[src/rtl/zpct_pkg.sv]
// zpct_pkg: shared types, constants and helper functions of the z-order thinning unit.
// Used by the Morton encoder, the sort cell and the top level. No dependencies.
`timescale 1ns / 1ps

package zpct_pkg;

    // Default store capacity
    localparam int MAX_POINTS_DEF = 64;

    // Quantization grid
    localparam int GRID_BITS = 10;
    localparam int GRID_MAX  = (1 << GRID_BITS) - 1;
    localparam int CODE_W    = 3 * GRID_BITS;

    // Reset value of the thinning radius
    localparam logic [13:0] RADIUS_RESET = 14'd328;

    typedef struct packed {
        logic signed [15:0] x;
        logic signed [15:0] y;
        logic signed [15:0] z;
    } point_t;

    typedef struct packed {
        point_t            pt;
        logic [CODE_W-1:0] code;
    } entry_t;

    // Broadcast control for the cell chain
    typedef struct packed {
        logic insert;
        logic drain;
    } cell_ctl_t;

    // floor((raw + 1.0) * GRID_MAX / 2) in Q2.14, clamped to 0..GRID_MAX
    function automatic logic [GRID_BITS-1:0] quantize(input logic signed [15:0] raw);
        logic signed [17:0]   t;
        logic [27:0]          prod;
        logic [12:0]          q;
        logic [GRID_BITS-1:0] res;
        t    = 18'(raw) + 18'sd16384;
        prod = 28'(t[16:0]) * 28'(GRID_MAX);
        q    = prod[27:15];
        if (t < 0)
            res = '0;
        else if (q > 13'(GRID_MAX))
            res = GRID_BITS'(GRID_MAX);
        else
            res = q[GRID_BITS-1:0];
        return res;
    endfunction

    // Squared difference of two coordinates; always fits 32 bits unsigned
    function automatic logic [31:0] sq_diff(input logic signed [15:0] a,
                                            input logic signed [15:0] b);
        logic signed [16:0] d;
        logic signed [33:0] p;
        d = 17'(a) - 17'(b);
        p = 34'(d) * 34'(d);
        return p[31:0];
    endfunction

endpackage

[src/rtl/zpct_morton.sv]
// zpct_morton: quantizes a Q2.14 point to the grid and interleaves the axes.
// Depends on zpct_pkg (quantize, GRID_BITS, CODE_W).
`timescale 1ns / 1ps

module zpct_morton (
    input  logic signed [15:0]            point_x,
    input  logic signed [15:0]            point_y,
    input  logic signed [15:0]            point_z,
    output logic [zpct_pkg::CODE_W-1:0]   code
);
    import zpct_pkg::*;

    logic [GRID_BITS-1:0] qx;
    logic [GRID_BITS-1:0] qy;
    logic [GRID_BITS-1:0] qz;

    assign qx = quantize(point_x);
    assign qy = quantize(point_y);
    assign qz = quantize(point_z);

    // x in bit 0, y in bit 1, z in bit 2 of each triple
    always_comb
    begin
        code = '0;
        for (int b = 0; b < GRID_BITS; b++)
        begin
            code[3*b]     = qx[b];
            code[3*b + 1] = qy[b];
            code[3*b + 2] = qz[b];
        end
    end

endmodule

[config.mk]
export PLATFORM = sky130hd
export DESIGN_NAME = zpct_morton
export DESIGN_NICKNAME = d
export VERILOG_FILES = /design/src/rtl/zpct_pkg.sv /design/src/rtl/zpct_morton.sv
export SDC_FILE = /design/constraint.sdc
export NUM_CORES = 1
export LEC_CHECK = 0
export ABC_AREA = 1
export BUFFER_PORTS_ARGS = -buffer_cell sky130_fd_sc_hd__buf_4
export CAP_MARGIN = 40
export CORE_MARGIN = 5
export CORE_UTILIZATION = 55
export DETAILED_ROUTE_END_ITERATION = 10
export PLACE_DENSITY = 0.76
export SLEW_MARGIN = 20
export SYNTH_ARGS = -nofsm -noshare
export SYNTH_HDL_FRONTEND = slang
export SYNTH_SLANG_ARGS = --single-unit
[constraint.sdc]
create_clock -name vclk -period 7.17
set_clock_uncertainty 0.15 [all_clocks]
set_input_delay 0.717 -clock vclk [all_inputs]
set_output_delay 0.717 -clock vclk [all_outputs]
set_load 0.05 [all_outputs]
# Yosys cells after proc, flatten, opt, wreduce, memory -nomap -nowiden
# Index checks and enable logic that the tools add are counted.
# totals
romBits	0
mem_count	0
regBits	0
word_cells	18
latch_bits	0
out_inout_bits	30
ramBits	0
in_bits	48
# op_classes
bitwise	0
n_div	0
n_mux	6
shifts	0
magnitude_cmp	6
n_addsub	3
n_mul	3
n_reduce_logical	0
eq_ne	0
# op_table
operator	n
multiplier 17 x 10 -> 27 bit, second input constant	3
2-to-1 mux 10 bit	6
adder 16 x 16 -> 17 bit, second input constant	3
< comparator 17 x 1 -> 1 bit, second input constant	3
> comparator 12 x 10 -> 1 bit, second input constant	3

# Longest topological paths before layout
# depth
ltp_word	5
mapped_depth	26
depth_no_buf	26

# Worst setup path after synthesis
# No wires, ideal clock.
# synth_timing
path_kind	input to output
start	in point_y[14]
end	out code[4] (netlist bit)
required_time_ps	6303
t_arrival_ps	5300
path_slack_ps	1003
path_buffers	0
stages	18
path_cell_list	inv_1 ha_1 xnor2_1 xor2_1 fa_1 inv_1 fa_1 fa_1 fa_1 ha_1 nand2_2 nor2_1 nand2_1 nor2_1 nand2_1 nand4_1 nand2_4 a31oi_1
# synth_via
elab_chain_len	5
word_cells_on_any_way	6
classes_between	1 x add/sub; 1 x mul; 2 x order compare; 2 x mux
# synth_lines
item	line	rtl
start: declaration	zpct_morton.sv:7	input logic signed [15:0] point_y,
adder 16 x 16 -> 17 bit (*)	zpct_pkg.sv:41	t = 18'(raw) + 18'sd16384;
multiplier 17 x 10 -> 27 bit	zpct_pkg.sv:42	prod = 28'(t[16:0]) * 28'(GRID_MAX);
> comparator 12 x 10 -> 1 bit	zpct_pkg.sv:46	else if (q > 13'(GRID_MAX))
2-to-1 mux 10 bit	zpct_pkg.sv:46	
2-to-1 mux 10 bit (*)	zpct_pkg.sv:44	if (t < 0)
end: declaration	zpct_morton.sv:9	output logic [zpct_pkg::CODE_W-1:0] code
# Mark *: on every way between the ends. The rest lies on a longest branch, timed or not.

# Final worst setup path
# layout_timing
start	in point_z[14]
end	out code[17] (netlist bit)
# layout_via
elab_chain_len	5
word_cells_on_any_way	6
classes_between	1 x add/sub; 1 x mul; 2 x order compare; 2 x mux
# layout_lines
item	line	rtl
start: declaration	zpct_morton.sv:8	input logic signed [15:0] point_z,
adder 16 x 16 -> 17 bit (*)	zpct_pkg.sv:41	
multiplier 17 x 10 -> 27 bit	zpct_pkg.sv:42	
> comparator 12 x 10 -> 1 bit	zpct_pkg.sv:46	
2-to-1 mux 10 bit	zpct_pkg.sv:46	
2-to-1 mux 10 bit (*)	zpct_pkg.sv:44	
# Marks and branches as above.

==> flow_metrics.tcl <==
set metrics [dict create \
    run_status "complete, no violations" \
    fin_area_um2 13800 \
    max_freq_mhz 151 \
    synth_warnings 0 \
    synthTopCellsByArea "fa_1, inv_1, ha_1" \
    ant_nets 0 \
    crit_type "in2out" \
    worstPathArrival_ps 5750 \
    synth_commonest_cells "inv_1, nand2_1, fa_1" \
    regArea_um2 0 \
    route.detailed.drc 0 \
    grt-ovfl-total 0 \
    period_needed_ps 6620 \
    rsz0062_at_grt "no" \
    post_drt_wl_per_cell_um 14.1 \
    final_core_utilization_pct 60.5 \
    finalHoldViolCount 0 \
    routed_wl_um 30600 \
    ios 78 \
    crit_required_ps 6300 \
    seq_cell_count 0 \
    grt_pass1_wl_um 52800 \
    setup.worst_path.end_class "primary output" \
    viasPerCell 4.90 \
    yosysTopAreaCell "fa_1" \
    fp.dieH_um 163 \
    num_vias 10600 \
    finalSetupTns_ps 0 \
    seq_area_frac_synth_pct 0 \
    numPortBuffers 78 \
    critPathMaxFanout 10 \
    dr.pass1.iters 6 \
    drive_gt1_share_pct 6.75 \
    dpl_cell_area_um2 13800 \
    num_antenna_cells 0 \
    cts_resized 0 \
    hp-class "in2out" \
    start_util_pct 56.3 \
    core-area_um2 22800 \
    worst_slew_pin_slew_ps 600 \
    synth_cell_types 35 \
    synth_nets 2236 \
    critPathLaunchType "input pin" \
    setup_viol_count_final 0 \
    cap_violations 0 \
    cts.hold.buffers_added 0 \
    grt.total_usage_pct 24.2 \
    dieArea_um2 26500 \
    yosysMostFrequentCell "inv_1" \
    syn_area_per_cell_um2 7.23 \
    rows 55 \
    nets 2315 \
    synth_area_um2 12800 \
    dp_hpwl_um 28600 \
    syn2layout_area_growth_pct 7.59 \
    syn_inst 1774 \
    nFillCells 2101 \
    period_share_pct 92.3 \
    grt_pass1_vias 11100 \
    die_x_um 163 \
    slew_headroom_pct 60.0 \
    clockBufferCount 0 \
    slew_violations 0 \
    antenna_found_initial 0 \
    drt_iter0_drc 656 \
    gp_congestion 0.980 \
    synth_top_cell_area_share_pct 38.9 \
    grt_max_degree 15 \
    postCtsSetupRepairBufs 0 \
]
metrics by stage:
stage	instances	setup WS, ps	hold WS, ps
global route	2164	259	2020
detailed placement	2164	531	1970
finish	2164	549	1970
floorplan	1774	1000	1870
global placement	2164	527	1960
CTS	2164	518	1980
final cells by class:
class                      instances  area [um^2]  area share [%]
inverter                         586         2200            15.9
timing repair buffer              80          601            4.35
multi-input combinational       1185        10600            76.9
tap                              313          392            2.84
cell families after synthesis:
family	count (synthesis)	share of synthesized area (%)
fa+ha+maj	414	55.0
simple gates	649	21.4
xor+xnor	31	2.12
compound gates	91	4.14
buf+inv	589	17.3
critical path, stage by stage:
cell and delay [ps]:
buf_4 140, inv_1 100, ha_1 390, inv_1 120, xor2_1 450, fa_1 480
inv_1 80, fa_1 430, fa_1 540, inv_1 50, fa_1 500, inv_1 50
ha_1 350, nand2_1 100, inv_1 70, a21oi_1 220, nand2_1 100, nand2_1 80
nand3_1 80, nand2_1 110, nand2_4 120, nand3_1 110, nand2_1 50, inv_1 100
buf_4 200
path summary, 6_finish.rpt:
| kind | startpoint | endpoint | slack (ps) | cells after the start |
|---|---|---|---|---|
| setup / recovery | point_z[14] | code[17] | 550 | 25 |
| hold / removal | point_x[15] | code[27] | 1970 | 4 |
cell usage in the layout (no fill, tap or decap), types with 2 or more instances in the layout:
cell type / netlist / layout
xnor2_1: 13 / 13
o21ai_0: 15 / 15
o21bai_1: 9 / 9
ha_1: 165 / 165
nand2_4: 3 / 3
nor2_1: 83 / 83
nor2_2: 7 / 7
nand3_1: 71 / 71
nand3b_1: 3 / 3
nor3_1: 5 / 5
inv_1: 582 / 582
nand4_1: 32 / 32
a21oi_1: 50 / 50
a31oi_1: 2 / 2
or2_2: 3 / 3
a21oi_2: 12 / 12
nand2_2: 12 / 12
nand2_1: 423 / 423
xor2_1: 18 / 18
buf_4: 0 / 80
inv_2: 3 / 3
fa_1: 249 / 249
per-layer routing:
metal  share of wire [%]  GRT usage [%]  wire length, um  vias to the layer above
li1                    -              -                -                     5308
met1                  44           32.9            13500                     4997
met2                  50           43.8            15300                      245
met3                 3.7           1.32             1140                       44
met4                 2.1           4.12              655                        0
met5                   0              0                0                        -
Power is left out: the tool's default activity adds up to more than one toggle a clock period on the data nets, which glitch-free logic cannot reach.
