## src/rtl/zpct_pkg.sv

```systemverilog
// zpct_pkg: shared types, constants and helper functions of the z-order thinning unit.
// Used by the Morton encoder, the sort cell and the top level. No dependencies.
`timescale 1ns / 1ps

package zpct_pkg;

    // Default store capacity
    localparam int MAX_POINTS_DEF = 64;

    // Quantization grid
    localparam int GRID_BITS = 10;
    localparam int GRID_MAX  = (1 << GRID_BITS) - 1;
    localparam int CODE_W    = 3 * GRID_BITS;

    // Reset value of the thinning radius
    localparam logic [13:0] RADIUS_RESET = 14'd328;

    typedef struct packed {
        logic signed [15:0] x;
        logic signed [15:0] y;
        logic signed [15:0] z;
    } point_t;

    typedef struct packed {
        point_t            pt;
        logic [CODE_W-1:0] code;
    } entry_t;

    // Broadcast control for the cell chain
    typedef struct packed {
        logic insert;
        logic drain;
    } cell_ctl_t;

    // floor((raw + 1.0) * GRID_MAX / 2) in Q2.14, clamped to 0..GRID_MAX
    function automatic logic [GRID_BITS-1:0] quantize(input logic signed [15:0] raw);
        logic signed [17:0]   t;
        logic [27:0]          prod;
        logic [12:0]          q;
        logic [GRID_BITS-1:0] res;
        t    = 18'(raw) + 18'sd16384;
        prod = 28'(t[16:0]) * 28'(GRID_MAX);
        q    = prod[27:15];
        if (t < 0)
            res = '0;
        else if (q > 13'(GRID_MAX))
            res = GRID_BITS'(GRID_MAX);
        else
            res = q[GRID_BITS-1:0];
        return res;
    endfunction

    // Squared difference of two coordinates; always fits 32 bits unsigned
    function automatic logic [31:0] sq_diff(input logic signed [15:0] a,
                                            input logic signed [15:0] b);
        logic signed [16:0] d;
        logic signed [33:0] p;
        d = 17'(a) - 17'(b);
        p = 34'(d) * 34'(d);
        return p[31:0];
    endfunction

endpackage

```

## src/rtl/zpct_cell.sv

```systemverilog
// zpct_cell: one slot of the sorted chain; shifts up on insert, down on drain.
// Depends on zpct_pkg (entry_t, cell_ctl_t).
`timescale 1ns / 1ps

module zpct_cell (
    input  logic                 clk,
    input  zpct_pkg::cell_ctl_t  ctl,
    input  logic                 self_valid,
    input  logic                 prev_valid,
    input  logic                 prev_gt,
    input  zpct_pkg::entry_t     new_entry,
    input  zpct_pkg::entry_t     prev_entry,
    input  zpct_pkg::entry_t     next_entry,
    output zpct_pkg::entry_t     entry,
    output logic                 gt
);
    import zpct_pkg::*;

    entry_t entry_reg;
    entry_t entry_next;

    // Strictly greater keeps equal codes in arrival order
    assign gt    = self_valid && (entry_reg.code > new_entry.code);
    assign entry = entry_reg;

    // Insert: take neighbor if it moves up, else take the new point at the split
    always_comb
    begin
        entry_next = entry_reg;
        if (ctl.insert)
        begin
            if (prev_gt)
                entry_next = prev_entry;
            else if (prev_valid && (gt || !self_valid))
                entry_next = new_entry;
        end
        else if (ctl.drain)
        begin
            entry_next = next_entry;
        end
    end

    always_ff @(posedge clk)
    begin
        entry_reg <= entry_next;
    end

endmodule

```

## config.mk

```make
export PLATFORM = sky130hd
export DESIGN_NAME = zpct_cell
export DESIGN_NICKNAME = d
export VERILOG_FILES = /design/src/rtl/zpct_pkg.sv /design/src/rtl/zpct_cell.sv
export SDC_FILE = /design/constraint.sdc
export NUM_CORES = 1
export LEC_CHECK = 0
export ABC_AREA = 0
export BUFFER_PORTS_ARGS = -buffer_cell sky130_fd_sc_hd__clkbuf_2
export CAP_MARGIN = 40
export CORE_AREA = 8 8 117 119
export DETAILED_ROUTE_END_ITERATION = 16
export DIE_AREA = 0 0 125 127
export PLACE_DENSITY = 0.86
export SLEW_MARGIN = 10
export SYNTH_ARGS = -nofsm -noshare
export SYNTH_HDL_FRONTEND = slang
export SYNTH_SLANG_ARGS = --single-unit
```

## constraint.sdc

```tcl
create_clock -name clk -period 19.8 [get_ports clk]
set_clock_uncertainty 0.1 [all_clocks]
set_input_delay 0.99 -clock clk [delete_from_list [all_inputs] [get_ports clk]]
set_output_delay 0.99 -clock clk [all_outputs]
set_load 0.02 [all_outputs]
```

* Word-level counts from Yosys, hierarchy flattened
Index checks and enable logic that the tools add are counted. Widths: inputs -> output; s select.
Word-level totals: output and inout port bits 79, flip-flop bits (word level) 78, logic and storage cells 16, input port bits 240
Operators by class: $lt $le $gt $ge 1, equality and inequality tests 1, muxes and demuxes 4, reductions and logical operators 6
Operators with widths (number):
- $mux 78 | 4
- $gt 30x30->1 | 1
- $ne 3x1->1 const B | 1
- $logic_and 1x1->1 | 2
- $reduce_and 2->1 | 1
- $reduce_bool 2->1 | 1
- $logic_not 1->1 | 1
- $logic_or 1x1->1 | 1

* Longest topological paths before layout
Gate-level depths: netlist of run 1.
depth after elaboration 7, gate-level depth with buffers 7, depth with buffers taken out 7

* Least setup slack after synthesis of run 1
No wires, ideal clock.
path type input to register, start point input port new_entry[29] (netlist name), end point register entry_reg, in the netlist entry[0], enable pin, arrival 6.261 ns, setup slack 12.878 ns, data required time 19.139 ns, stages 7, library setup time 0.561 ns, buffers on the path 0, cells stage by stage inv_1 ha_1 nand4_2 nor4_2 nor2b_1 o21ai_1 a31oi_1
Between the ends: longest elaborated chain between the ends 6
Ends and longest elaborated chain:
- start: declaration | RTL line zpct_cell.sv:11 | input zpct_pkg::entry_t new_entry,
- $gt 30x30->1 | RTL line zpct_cell.sv:23 | assign gt = self_valid && (entry_reg.code > new_entry.code);
- $logic_and 1x1->1 | RTL line zpct_cell.sv:23
- $logic_or 1x1->1 | RTL line zpct_cell.sv:34 | else if (prev_valid && (gt || !self_valid))
- $logic_and 1x1->1 | RTL line zpct_cell.sv:34
- $ne 3x1->1 (no source line)
- $reduce_and 2->1 (no source line)
- end signal: assignment | RTL line zpct_cell.sv:45 | entry_reg <= entry_next;
- end: declaration | RTL line zpct_cell.sv:19 | entry_t entry_reg;
Every way passes these cells. A chain may end at the register's enable or synchronous reset.

* Final worst setup path of run 1
start point input port new_entry[12] (netlist name), end point output port gt
Between the ends: longest elaborated chain between the ends 2
Ends and longest elaborated chain:
- $gt 30x30->1 | RTL line zpct_cell.sv:23
- $logic_and 1x1->1 | RTL line zpct_cell.sv:23
- end: declaration | RTL line zpct_cell.sv:15 | output logic gt
Every way passes these cells.

==> impl_metrics.yaml, run 1 <==
synthesis:
  syn_nets: 722
  synth_cell_types: 29
  yosysMostFrequentCell: "a21oi_1"
  synthArstFlopShare_pct: 0
  synthTopCellsByArea: "edfxtp_1, mux2i_1, a21oi_1"
  syn_inst: 452
  ys_ff_latch: 78
  synthTopCellsByCount: "a21oi_1, nor2_1, edfxtp_1, mux2i_1, inv_1"
  synth_ff_type: "edfxtp_1"
  syn_area_per_cell_sq_um: 10.47
  synth_edf_count: 78
  yosysTopAreaCell: "edfxtp_1"
  synth_warnings: 0
  synth_top_area_share_pct: 49.48
  syn-cell-area_sq_um: 4733
  synth_seq_area_share_pct: 49.48
clocking:
  clk_path_buf_depth: 2
  cts_inserted_buffers: 9
  cts_max_level: 3
  clk_latency_ns: 0.33
  cts.repair.resized: 0
  clock-sinks: 78
  cts_tree: "built"
  cts_hold_buf: 0
  clk_pin_slew_ns: 0.06
  post-cts-setup-buffers: 0
  cts_root_buf: "clkbuf_16"
detailed_routing:
  drc: 0
  wl_per_cell_microns: 17.09
  drt_first_pass_iters: 4
  routed_wl_microns: 15550
  ant_nets: 0
  via_per_inst: 4.893
  vias: 4453
  initialDrtViolationCount: 230
placement:
  globalplace.congestion: 0.8161
  port_buffers: 318
  dp_cells: 894
  dpl.hpwl_microns: 12960
floorplan:
  die_area_sq_um: 15880
  core_area_sq_um: 11810
  row_count: 40
  ios: 319
  die_height_microns: 127
  die_x_microns: 125
  initial_core_util_pct: 40.07
min_path:
  min-delay-path-class: "input port to register"
  hp-start: "next_entry[37]"
setup_path:
  critPathLaunch: "new_entry[12]"
  start_kind: "input port"
  worstPathArrival_ns: 2.89
  max_stage_delay_ns: 0.64
  cpMaxStageDelayCell: "nor4_1"
  critPathKind: "input port to output port"
  critPathTopFamily: "simple AND/OR/NAND/NOR gates"
  required_ns: 18.71
  crit_path_frequent_cell: "clkbuf_2"
  r2r-start: "entry[29]"
  critPathMaxFanout: 3
  critPathBufInv: 3
  critPathCaptureType: "output port"
  reg2reg_slack_ns: 16.69
  cp_cell_sequence: "clkbuf_2 -> inv_1 -> ha_1 -> nand4_1 -> nor4_1 -> nor2b_1 -> o21ai_1 -> a21oi_1 -> clkbuf_2"
final_layout:
  multiInputGateArea_sq_um: 2162
  fin_cells: 910
  largest_reg_flops: 78
  layout-drive-gt1-share_pct: 44.56
  antenna_cells: 0
  nets: 1028
  fill_cells: 1046
  syn_to_final_growth_pct: 43.30
  regArea_sq_um: 2342
sta:
  fmax_mhz: 251.3
  tns_ns: 0
  hold_viol: 0
  max_slew_margin_pct: 47.48
  slew_viol_final: 0
  rsz0062_at_grt: "no"
  period_needed_ns: 3.979
  post-route-period-util_pct: 20.10
  final-setup-viol-count: 0
  worst_pin_slew_ns: 0.7879
power_and_ir_drop:
  seqPwrFrac_pct: 40.4
  switchingPower_w: 0.0001434
  p_int_w: 0.0003785
  clockPowerShare_pct: 36.0
  powerDensity_nw_per_um2: 76.95
  p_leak_nw: 3.475
  pwr-share-comb_pct: 23.7
  switching_share_pct: 27.48
  ir_worst_vdd_v: 0.00003532
  power_w: 0.0005219
global_route:
  grt-ovfl-total: 0
  grt_max_degree: 85
  grt_first_pass_wirelength_microns: 24050
  antenna_found_initial: 0
  grtUsageTotal_pct: 19.14
  first_global_vias: 4692
outcome:
  status: "finished clean"
job:
  max_cap_violations: 0
==> area by class of cell <==
cell class,instances,share of cell area [%]
sequential,78,34.53
multi-input combinational,316,31.88
timing repair buffer,322,24.17
clock buffer,11,3.431
tap,147,2.712
inverter,31,1.716
clock inverter,5,1.568
==> logic make-up (layout without fill, tap and decap cells) <==
family	Yosys count	after routing	synth area share (%)
and+or+nand+nor	102	102	9.067
adders and majority gates	30	30	7.930
AOI/OAI and AO/OA	106	106	11.87
muxes	78	78	16.49
buffers and inverters	58	369	5.155
DFF	78	78	49.48
==> worst reg2reg max path, delay by kind of cell (launching register included) <==
family          cells  cell delay (ns)
buf+inv             1             0.55
flops               1             0.39
fa+ha+maj           1             0.35
compound gates      2             0.56
simple gates        3             0.77
==> worst paths after layout <==
check / endpoint / depth (start not counted)
hold reg to reg: entry[17] / 5
hold / removal: entry[37] / 3
setup / recovery: gt / 9
setup reg to reg: entry[56] / 7
==> cell usage in the layout (no fill, tap or decap), types with 6 or more instances in the layout <==
cell and count:
a21oi_1 92, clkbuf_16 9, clkbuf_2 316, edfxtp_1 78, ha_1 30, inv_1 31, mux2i_1 78, nand2_1 7
nand4_1 6, nor2_1 80
==> layer usage <==
| metal | global-route usage [%] | routed length (microns) |
|---|---|---|
| met5 | 0 | 0 |
| met4 | 8.023 | 363 |
| met3 | 6.780 | 1292 |
| met2 | 33.81 | 7882 |
| met1 | 20.47 | 6011 |
==> stage by stage <==
| step | util (%) | hold WS (ns) | area [sq um] | worst slack (ns) |
|---|---|---|---|---|
| after floorplan | - | 1.116 | 4733 | 12.88 |
| after global placement | 54.39 | 1.206 | 6424 | 15.49 |
| after detailed placement | 54.56 | 1.215 | 6444 | 15.88 |
| after CTS | 57.43 | 0.8666 | 6783 | 15.78 |
| after global routing | 57.43 | 0.8820 | 6783 | 15.64 |
| final | 57.43 | 0.8795 | 6783 | 15.82 |
==> power by group through the flow <==
stage / registers (W) / clock network (W) / logic (W)
6_report: 0.000211 / 0.000188 / 0.000124
5_1_grt: 0.000212 / 0.000199 / 0.000136
4_1_cts: 0.000211 / 0.000192 / 0.000125
3_5_place_dp: 0.000214 / 0 / 0.000125
3_3_place_gp: 0.000213 / 0 / 0.000121
2_1_floorplan: 0.000237 / 0 / 0.0000482
Note: power is estimated with default switching activity, not from simulation.
==> run 2: changes to the inputs <==
Settings changed: CORE_AREA 8 8 117 119 to 8 8 118 120, DIE_AREA 0 0 125 127 to 0 0 126 128, PLACE_DENSITY 0.86 to 0.85.
Clock period 19.8 ns to 3.8 ns, I/O delays scaled along.
==> run 2 against run 1 <==
  * Critical path depth fell by 2
  * Die area grew 1.6%
  * Count of clock-buffer cells in the layout unchanged
  * Clock power increased to 4.8 times the previous value
  * Final cell count increased by 0.44%
  * Sequential power rose to 5.2 times the previous value
  * Worst hold slack lost 0.80 ns
  * Largest cell class unchanged
  * Sequential cell count unchanged
  * Cell area shrank 0.50%
==> impl_metrics.yaml, run 2 (synthesis results as in run 1) <==
outcome:
  status: "finished clean"
final_layout:
  antenna_cells: 0
  fill_cells: 1146
  final_common_cell: "clkbuf_2"
  nets: 1029
  final_cell_mix: "clkbuf_2, a21oi_1, nor2_1"
  largest_reg_flops: 78
  layout-drive-gt1-share_pct: 44.50
  fin_cells: 914
  fin_area_sq_um: 6749
  syn_to_final_growth_pct: 42.59
detailed_routing:
  drc: 0
  routed_wl_microns: 15700
  wl_per_cell_microns: 17.18
  via_per_inst: 4.865
  initialDrtViolationCount: 155
  vias: 4447
  ant_nets: 0
  drt_first_pass_iters: 4
power_and_ir_drop:
  ir_worst_vdd_v: 0.0002296
  p_leak_nw: 3.465
  powerDensity_nw_per_um2: 390.2
sta:
  hold_ws_ns: 0.07975
  fmax_mhz: 370.6
  tns_ns: 0
  hold_viol: 0
  post-route-period-util_pct: 71.00
  final-setup-viol-count: 0
  period_needed_ns: 2.698
  rsz0062_at_grt: "no"
  max_slew_margin_pct: 40.14
  slew_viol_final: 0
  worst_pin_slew_ns: 0.8978
job:
  max_cap_violations: 0
setup_path:
  worstPathArrival_ns: 2.56
  reg2reg_slack_ns: 1.10
  reg2reg_to: "entry[47]"
  required_ns: 3.67
  ff2ff_path_depth: 7
  critPathCaptureType: "register"
  r2r-start: "entry[29]"
  start_kind: "register"
  critPathMaxFanout: 39
  critPathKind: "register to register"
clocking:
  cts_hold_buf: 0
  clk_pin_slew_ns: 0.06
  cts_tree: "built"
  clock-sinks: 78
  post-cts-setup-buffers: 0
  clk_latency_ns: 0.33
  clk_path_buf_depth: 2
  cts_root_buf: "clkbuf_16"
  cts.repair.resized: 0
  cts_max_level: 3
  cts_inserted_buffers: 9
min_path:
  holdPathEnd: "entry[52]"
  hp-start: "next_entry[52]"
  hold_path_depth: 3
  min-delay-path-class: "input port to register"
global_route:
  grt_max_degree: 101
  grtUsageTotal_pct: 18.96
  grt_first_pass_wirelength_microns: 24010
  grt-ovfl-total: 0
  first_global_vias: 4741
  antenna_found_initial: 1
floorplan:
  ios: 319
  initial_core_util_pct: 38.77
  row_count: 41
  die_height_microns: 128
  core_area_sq_um: 12210
  die_area_sq_um: 16130
  die_x_microns: 126
placement:
  dpl.hpwl_microns: 13170
  globalplace.congestion: 0.8895
  port_buffers: 318
  placedInstanceArea_sq_um: 6442
  dp_cells: 898
run 2: cell count changes in the layout (fill, tap and decap cells not counted), sizes merged:
cell / previous run / this run
clkinv: 0 / 3
clkinvlp: 1 / 0
inv: 32 / 31
bufinv: 3 / 2
buf: 6 / 7
run 2: metal layers:
layer	wire length (microns)	vias up	track usage [%]
li1	-	2265	-
met1	5948	1983	20.83
met2	8233	183	34.37
met3	1368	14	6.780
met4	140	2	4.105
met5	8	-	0
run 2: power by group:
part	switching [W]	internal, W
clock network	0.000322	0.000571
logic	0.000381	0.000263
registers	0.0000333	0.00106
run 2: layout make-up:
cell class	count	area (sq um)	share of cell area (%)
Timing Repair Buffer	323	1634	24.21
Tap cell	150	187.7	2.781
Inverter	31	116.4	1.724
Sequential cell	78	2342	34.71
Multi-Input combinational cell	316	2162	32.04
Clock inverter	5	73.82	1.094
Clock buffer	11	232.7	3.448
run 2: worst max-delay path by stage:
stage,start,to,cells past startpoint
finish,entry[29],entry[47],7
global route,entry[29],entry[5],7
CTS,entry[29],entry[59],7
floorplan,entry[29],entry[0],6
global placement,entry[29],entry[54],7
detailed placement,entry[29],entry[46],7
run 2: critical path, cell delays in order, from the launching register on:
cell and delay [ns]:
edfxtp_1 0.39, ha_1 0.35, nand4_2 0.19, nor4_2 0.36, nor2b_1 0.17, o21ai_1 0.12
a31oi_4 0.18, buf_4 0.46
run 2: metrics by stage:
step | power (W) | util, % | setup slack, ns
2_1_floorplan | 0.001480 | - | 0.3194
3_3_place_gp | 0.001744 | 52.77 | 1.141
3_5_place_dp | 0.001768 | 52.77 | 1.099
4_1_cts | 0.002674 | 55.28 | 1.078
5_1_grt | 0.002769 | 55.28 | 0.9257
6_report | 0.002633 | 55.28 | 1.102
